### src/sv/bsps_pkg.sv
package bsps_pkg;

    localparam int MAX_FACES  = 1024;
    localparam int COORD_BITS = 16;

    localparam int IDX_BITS   = $clog2(MAX_FACES);
    localparam int CNT_BITS   = $clog2(MAX_FACES + 1);
    localparam int EDGE_BITS  = COORD_BITS + 1;
    localparam int NORM_BITS  = 2 * COORD_BITS + 2;
    localparam int SUM_BITS   = COORD_BITS + 2;
    localparam int DIFF_BITS  = SUM_BITS + 1;
    localparam int PROD_BITS  = DIFF_BITS + NORM_BITS;
    localparam int DOT_BITS   = PROD_BITS + 2;
    localparam int ACC_BITS   = CNT_BITS + 1;
    localparam int OUT_BITS   = 10;
    localparam int FIFO_DEPTH = 4;

    typedef struct packed {
        logic signed [COORD_BITS-1:0] vertex_a_x;
        logic signed [COORD_BITS-1:0] vertex_a_y;
        logic signed [COORD_BITS-1:0] vertex_a_z;
        logic signed [COORD_BITS-1:0] vertex_b_x;
        logic signed [COORD_BITS-1:0] vertex_b_y;
        logic signed [COORD_BITS-1:0] vertex_b_z;
        logic signed [COORD_BITS-1:0] vertex_c_x;
        logic signed [COORD_BITS-1:0] vertex_c_y;
        logic signed [COORD_BITS-1:0] vertex_c_z;
        logic                         last_face;
    } t_in_item;

    typedef struct packed {
        logic [OUT_BITS-1:0] best_face_index;
        logic [OUT_BITS-1:0] best_balance_score;
    } t_out_item;

    typedef struct packed {
        logic signed [NORM_BITS-1:0] nx;
        logic signed [NORM_BITS-1:0] ny;
        logic signed [NORM_BITS-1:0] nz;
        logic signed [SUM_BITS-1:0]  sx;
        logic signed [SUM_BITS-1:0]  sy;
        logic signed [SUM_BITS-1:0]  sz;
    } t_face_data;

    typedef struct packed {
        t_face_data data;
        logic       last;
    } t_face_rec;

    localparam int FACE_BITS = $bits(t_face_data);
    localparam int REC_BITS  = $bits(t_face_rec);

endpackage

### src/sv/bsps_fifo.sv
module bsps_fifo import bsps_pkg::*; (
    input  logic      i_clk,
    input  logic      i_rst_n,
    input  logic      i_push,
    input  t_face_rec i_data,
    output logic      o_full,
    input  logic      i_pop,
    output logic      o_valid,
    output t_face_rec o_data
);

    localparam int PTR_BITS = $clog2(FIFO_DEPTH);

    t_face_rec             r_mem [FIFO_DEPTH];
    logic [PTR_BITS-1:0]   r_wp, r_rp;
    logic [PTR_BITS:0]     r_cnt;
    logic                  n_wr, n_rd;

    always_comb begin
        o_full  = (r_cnt == (PTR_BITS+1)'(FIFO_DEPTH));
        o_valid = (r_cnt != '0);
        n_wr    = i_push && !o_full;
        n_rd    = i_pop && o_valid;
        o_data  = r_mem[r_rp];
    end

    always_ff @(posedge i_clk) begin
        if (!i_rst_n) begin
            r_wp  <= '0;
            r_rp  <= '0;
            r_cnt <= '0;
        end else begin
            if (n_wr) begin
                r_wp <= r_wp + 1'b1;
            end
            if (n_rd) begin
                r_rp <= r_rp + 1'b1;
            end
            if (n_wr && !n_rd) begin
                r_cnt <= r_cnt + 1'b1;
            end else if (n_rd && !n_wr) begin
                r_cnt <= r_cnt - 1'b1;
            end
        end
        if (n_wr) begin
            r_mem[r_wp] <= i_data;
        end
    end

endmodule

### config.mk
export PLATFORM = sky130hd
export DESIGN_NAME = bsps_fifo
export DESIGN_NICKNAME = d
export VERILOG_FILES = /design/src/sv/bsps_pkg.sv /design/src/sv/bsps_fifo.sv
export SDC_FILE = /design/constraint.sdc
export NUM_CORES = 1
export LEC_CHECK = 0
export BUFFER_PORTS_ARGS = -buffer_cell sky130_fd_sc_hd__buf_2
export CAP_MARGIN = 20
export CORE_MARGIN = 5
export CORE_UTILIZATION = 38
export DETAILED_ROUTE_END_ITERATION = 10
export PLACE_DENSITY_LB_ADDON = 0.25
export SLEW_MARGIN = 10
export SYNTH_ARGS = -nofsm -noshare
export SYNTH_HDL_FRONTEND = slang
export SYNTH_SLANG_ARGS = --single-unit
### constraint.sdc
create_clock -name i_clk -period 9.6 [get_ports i_clk]
set_clock_uncertainty 0.05 [all_clocks]
set_input_delay 0.48 -clock i_clk [delete_from_list [all_inputs] [get_ports i_clk]]
set_output_delay 0.48 -clock i_clk [all_outputs]
set_load 0.01 [all_outputs]
==> flow_metrics.py, run 1 <==
metrics = {
    "yosys": {
        "synth-seq-cells": 637,
        "syn_inst": 868,
        "yosysSeqAreaShare_pct": 81.92,
        "synth_top_cell_by_area": "edfxtp_1",
        "ys_types": 24,
        "yosysWarnings": 0,
        "yosys-top-cells-area": "edfxtp_1, mux4_2, buf_12",
        "syn_nets": 1035,
        "syn_avg_cell_area_um2": 26.77,
        "synth_top_area_share_pct": 81.15,
        "synth_area_um2": 23240,
    },
    "clock_tree": {
        "cts_resized": 0,
        "clk_latency_ns": 0.58,
        "hold_buffers": 0,
        "clockBufferDepth": 3,
        "cts_setup_buffers": 0,
        "cts_tree": "built",
        "numCtsBuffers": 68,
        "clkTransAtPathRegs_ns": 0.06,
        "cts_root_buffer": "clkbuf_16",
        "htreeDepth": 3,
        "cts.sinks": 637,
    },
    "timing": {
        "worst_pin_slew_ns": 0.9573,
        "finalSetupViolCount": 0,
        "setup_tns_ns": 0,
        "maxSlewViolCount": 0,
        "rsz0062_at_grt": "no",
        "timing.final.crit_share_pct": 36.35,
        "timing.final.crit_period_ns": 3.490,
        "relSlewSlack_pct": 36.18,
        "hold_viol": 0,
        "max_freq_mhz": 286.6,
    },
    "critical_path": {
        "start_kind": "flop",
        "worstPathRequired_ns": 9.07,
        "r2r_slack_ns": 6.41,
        "slowest_stage": "dfxtp_4",
        "r2r_cells": 4,
        "arrival_ns": 2.96,
        "critPathTopFamily": "buffers and inverters",
        "crit_fanout": 59,
        "path_class": "reg2out",
        "cp-end-kind": "output pin",
        "cp_cell_sequence": "buf_4 -> mux4_2 -> buf_2",
        "r2r-start": "r_cnt[0]$_SDFFE_PN0P_",
        "reg2reg_to": "r_mem[3][30]$_DFFE_PP_",
        "cp_slowest_stage_delay_ns": 0.84,
        "path_buf_inv": 2,
    },
    "finish": {
        "syn_to_final_growth_pct": 19.67,
        "final-instance-count-excl-fill": 2070,
        "multiInputGateArea_um2": 3820,
        "nNetsFinal": 1399,
        "n_fill_cell": 5084,
        "drive_gt1_share_pct": 46.11,
        "register_area_um2": 19050,
    },
    "detailed_routing": {
        "wirelength_mm": 47.07,
        "ant_nets": 0,
        "drt-wirelength-per-cell_um": 22.74,
        "vias_per_cell": 5.020,
        "drtIter0Drc": 626,
        "firstDrtPassIters": 4,
        "num_vias": 10391,
        "drc": 0,
    },
    "placed_design": {
        "dp_cells": 1944,
        "hpwlAfterDp_mm": 28.23,
        "gp_congestion": 0.7163,
        "portBuffers": 319,
    },
    "floorplan": {
        "core-area_um2": 60470,
        "die_x_um": 257.3,
        "fp-row-count": 90,
        "dieArea_um2": 66200,
        "start_util_pct": 38.43,
        "die_h_um": 257.3,
        "ios": 320,
    },
    "min_path": {
        "holdPathStages": 1,
        "hold_class": "in2reg",
        "hp-start": "i_data[103]",
        "min_to": "r_mem[1][103]$_DFFE_PP_",
    },
    "global_route": {
        "grt_pass1_vias": 11189,
        "grt_overflow": 0,
        "grt_pass1_wl_mm": 70.29,
        "antenna_found_initial": 10,
        "grt_max_degree": 98,
        "grt_usage_pct": 13.82,
    },
    "pwr": {
        "total_leakage_power_nw": 9.205,
        "irDropWorstVdd_mv": 0.1827,
        "powerDensity_nw_per_um2": 278.4,
        "power.total_mw": 7.743,
    },
    "flow_run": {
        "max_cap_viol_count": 0,
    },
    "status": {
        "outcome": "complete, no violations",
    },
}
[cells in the mapped netlist]
cell,number
nor3b_1,1
xor2_1,1
nand2_1,4
xnor2_1,3
o21ai_0,1
nor2b_1,2
buf_1,2
fa_1,1
o311ai_0,1
or3_1,2
mux2i_1,3
buf_2,14
buf_12,11
mux4_2,157
inv_1,3
a21boi_0,1
edfxtp_1,628
clkbuf_1,3
buf_4,2
dfxtp_1,9
o31ai_1,1
ha_1,5
buf_6,5
and2_1,8
[power by group]
part / internal, mW / leakage, nW / switching, mW / total, mW
Combinational: 0.767 / 2.28 / 0.885 / 1.65
Clock: 1.56 / 1.09 / 1.05 / 2.62
Sequential: 3.38 / 5.83 / 0.0960 / 3.47
Total: 5.71 / 9.21 / 2.03 / 7.74
[routing by layer]
layer | up-vias | part of all wire [%] | wire [um] | GRT usage [%]
met2 | 286 | 49 | 22980 | 22.39
met3 | 88 | 7.5 | 3544 | 4.863
met1 | 5497 | 42 | 19550 | 17.80
met5 | - | 0.26 | 123 | 0
li1 | 4502 | - | - | -
met4 | 18 | 1.8 | 868 | 4.138
[state kept, by name, indices dropped and copies added, names as in the netlist, named ones only]
register / count
r_rp: 2
r_wp: 2
r_cnt: 3
r_mem: 628
[worst reg2reg max path: stages, from the launching register on]
cell     delay (ns)
dfxtp_1        0.45
nor3b_1        0.10
nor2b_1        0.47
and2_4         0.85
buf_4          0.83
[cell type report]
cell class,count,share of cell area [%]
Antenna cell,2,0.01800
Clock buffer,83,6.474
Clock inverter,41,1.624
Inverter,3,0.04049
Multi-Input combinational cell,191,13.73
Sequential cell,637,68.48
Tap cell,782,3.518
Timing Repair Buffer,331,6.109
[cell families after synthesis]
kind of cell | after synthesis | synth area share [%]
AOI/OAI and AO/OA | 4 | 0.1238
xor gates and xnor gates | 4 | 0.1508
adders and majority gates | 6 | 0.3553
buffers and inverters | 40 | 1.685
DFF | 637 | 81.92
muxes | 160 | 15.34
and+or+nand+nor | 17 | 0.4199
[worst max-delay path by stage]
stage	start	to	slack [ns]	depth (start not counted)
finish	flop	o_data[117]	6.11	3
global route	flop	o_data[52]	5.96	3
CTS	flop	o_data[24]	6.02	3
detailed placement	i_push	r_mem[1][76]$_DFFE_PP_	6.30	4
global placement	i_push	r_mem[1][76]$_DFFE_PP_	6.35	4
floorplan	r_cnt[0]$_SDFFE_PN0P_	r_mem[0][0]$_DFFE_PP_	4.50	4
[cells in the final DEF (no fill, tap or decap), types with 2 or more instances in the layout]
| master | Yosys | routed |
|---|---|---|
| dfxtp_4 | 0 | 2 |
| clkbuf_16 | 0 | 70 |
| nand2_1 | 4 | 4 |
| buf_4 | 2 | 11 |
| ha_1 | 5 | 5 |
| buf_2 | 14 | 319 |
| mux2i_1 | 3 | 3 |
| diode_2 | 0 | 2 |
| xnor2_1 | 3 | 3 |
| clkbuf_1 | 3 | 13 |
| inv_1 | 3 | 3 |
| bufinv_16 | 0 | 8 |
| edfxtp_1 | 628 | 628 |
| clkinv_1 | 0 | 12 |
| nor2b_1 | 2 | 2 |
| inv_6 | 0 | 2 |
| clkinv_4 | 0 | 3 |
| and2_4 | 0 | 4 |
| clkinv_2 | 0 | 9 |
| and2_1 | 8 | 4 |
| dfxtp_1 | 9 | 7 |
| clkinvlp_4 | 0 | 4 |
| mux4_2 | 157 | 157 |
| or3_1 | 2 | 2 |
[stage by stage]
| stage | utilization (%) | instance area (um^2) | hold slack (ns) | setup slack, ns |
|---|---|---|---|---|
| finish | 45.99 | 27810 | 0.05466 | 6.110 |
| global route | 45.99 | 27810 | 0.02062 | 5.957 |
| CTS | 45.98 | 27810 | 0.0009687 | 6.015 |
| detailed placement | 42.26 | 25550 | 0.4423 | 6.302 |
| global placement | 42.26 | 25550 | 0.4389 | 6.348 |
| floorplan | - | 23240 | 0.4177 | 4.497 |
Note: power is estimated with default switching activity, not from simulation.
==> run 2, diff against run 1 <==
- clock period: 9.6 -> 3.65 ns (I/O delays scaled with it)
==> flow_metrics.py, run 2 (synthesized netlist as in run 1, its figures left out) <==
metrics = {
    "status": {
        "outcome": "complete, no violations",
    },
    "placed_design": {
        "gp_congestion": 0.7457,
        "hpwlAfterDp_mm": 30.54,
        "dpl_cell_area_um2": 25890,
        "portBuffers": 319,
    },
    "clock_tree": {
        "clk_latency_ns": 0.58,
        "cts_root_buffer": "clkbuf_16",
        "numCtsBuffers": 68,
        "cts_resized": 0,
        "cts_tree": "built",
        "htreeDepth": 3,
        "clkTransAtPathRegs_ns": 0.06,
        "cts.sinks": 637,
        "clockBufferDepth": 3,
    },
    "finish": {
        "largest_register_ffs": 628,
        "mostFrequentLayoutCells": "edfxtp_1, buf_2, dlygate4sd3_1",
        "final_common_cell": "edfxtp_1",
        "reg_top3": "r_mem: 628 flops, r_cnt: 3 flops",
        "n_fill_cell": 4897,
        "syn_to_final_growth_pct": 27.58,
        "drive_gt1_share_pct": 42.18,
        "final_area_um2": 29650,
        "max_flop_register": "r_mem",
        "final_core_util_pct": 49.03,
        "nNetsFinal": 1583,
    },
    "critical_path": {
        "path_class": "reg2out",
        "cp-end-kind": "output pin",
        "crit_fanout": 31,
        "start_kind": "flop",
        "arrival_ns": 2.57,
        "worstPathRequired_ns": 3.42,
    },
    "detailed_routing": {
        "drc": 0,
        "vias_per_cell": 4.872,
        "firstDrtPassIters": 4,
        "wirelength_mm": 48.78,
        "ant_nets": 0,
        "drtIter0Drc": 666,
        "num_vias": 10967,
        "drt-wirelength-per-cell_um": 21.67,
    },
    "timing": {
        "hold_viol": 0,
        "rsz0062_at_grt": "no",
        "setup_tns_ns": 0,
        "worst_pin_slew_ns": 0.7636,
        "fin_hold_ws_ns": 0.05931,
        "finalSetupViolCount": 0,
        "max_freq_mhz": 356.9,
        "timing.final.crit_period_ns": 2.802,
        "relSlewSlack_pct": 49.10,
        "timing.final.crit_share_pct": 76.77,
        "maxSlewViolCount": 0,
    },
    "flow_run": {
        "max_cap_viol_count": 0,
    },
    "min_path": {
        "hold_class": "in2reg",
    },
    "floorplan": {
        "dieArea_um2": 66200,
        "core-area_um2": 60470,
        "die_x_um": 257.3,
        "start_util_pct": 38.43,
        "ios": 320,
        "die_h_um": 257.3,
        "fp-row-count": 90,
    },
    "global_route": {
        "grt_pass1_vias": 11997,
        "grt_usage_pct": 14.65,
        "grt_overflow": 0,
        "antenna_found_initial": 4,
        "grt_max_degree": 54,
        "grt_pass1_wl_mm": 74.58,
    },
    "pwr": {
        "powerDensity_nw_per_um2": 688.0,
        "total_leakage_power_nw": 10.01,
        "irDropWorstVdd_mv": 0.4802,
    },
}
==> run 2: changes by cell type in the layout (fill, tap and decap cells not counted), sizes merged <==
cell and change:
clkinv +5, clkbuf -4, dlygate4sd3 +159, diode +2, bufinv -3, clkinvlp -3
buf +25
==> run 2: area by class of cell <==
type	instances	area, um^2	area share, %
Clock buffer	79	1785	6.022
Timing Repair Buffer	515	3628	12.24
Tap cell	782	978.4	3.300
Sequential cell	637	19050	64.24
Clock inverter	40	370.4	1.249
Multi-Input combinational cell	191	3820	12.88
Antenna cell	4	10.01	0.03376
Inverter	3	11.26	0.03798
==> run 2: path summary, 6_finish.rpt <==
kind	from	to	slack, ns	cells past startpoint
min reg2reg	r_wp[1]$_SDFFE_PN0P_	r_wp[1]$_SDFFE_PN0P_	0.45	2
max	flop	o_data[132]	0.85	3
min	i_push	r_wp[1]$_SDFFE_PN0P_	0.06	3
max reg2reg	r_cnt[0]$_SDFFE_PN0P_	r_cnt[2]$_SDFFE_PN0P_	1.10	8
==> run 2: timing repair <==
| action | CTS | global route |
|---|---|---|
| endpoints found under the hold margin | 637 | 0 |
| hold buffers | 159 | 0 |
| buffers inserted | 0 | 0 |
| endpoints found under the setup margin | 0 | 0 |
==> run 2: layer usage <==
metal	global-route usage, %	up-vias	share of wire, %
met2	23.78	261	50
met4	3.619	0	1.9
met5	0	-	0
met1	19.68	5765	42
li1	-	4877	-
met3	4.382	64	6.2
==> run 2: report_power, final <==
part           internal, mW  total, mW  switching [mW]
registers              8.87       9.18           0.306
clock network          3.88       6.57            2.70
logic                  2.28       4.64            2.37
total                  15.0       20.4            5.37
==> run 2: critical path, cell delays in order (launching register included) <==
cell and delay [ns]:
dfxtp_4 0.82, buf_4 0.41, mux4_2 0.57, buf_2 0.16
==> run 2: through the flow <==
step / setup slack [ns] / cells / total power, mW
6_report: 0.8479 / 2251 / 20.40
4_1_cts: 0.6912 / 2247 / 20.81
3_5_place_dp: 1.092 / 1969 / 14.02
2_1_floorplan: 0.2965 / 868 / 12.29
3_3_place_gp: 1.220 / 1969 / 13.97
5_1_grt: 0.6040 / 2248 / 21.37
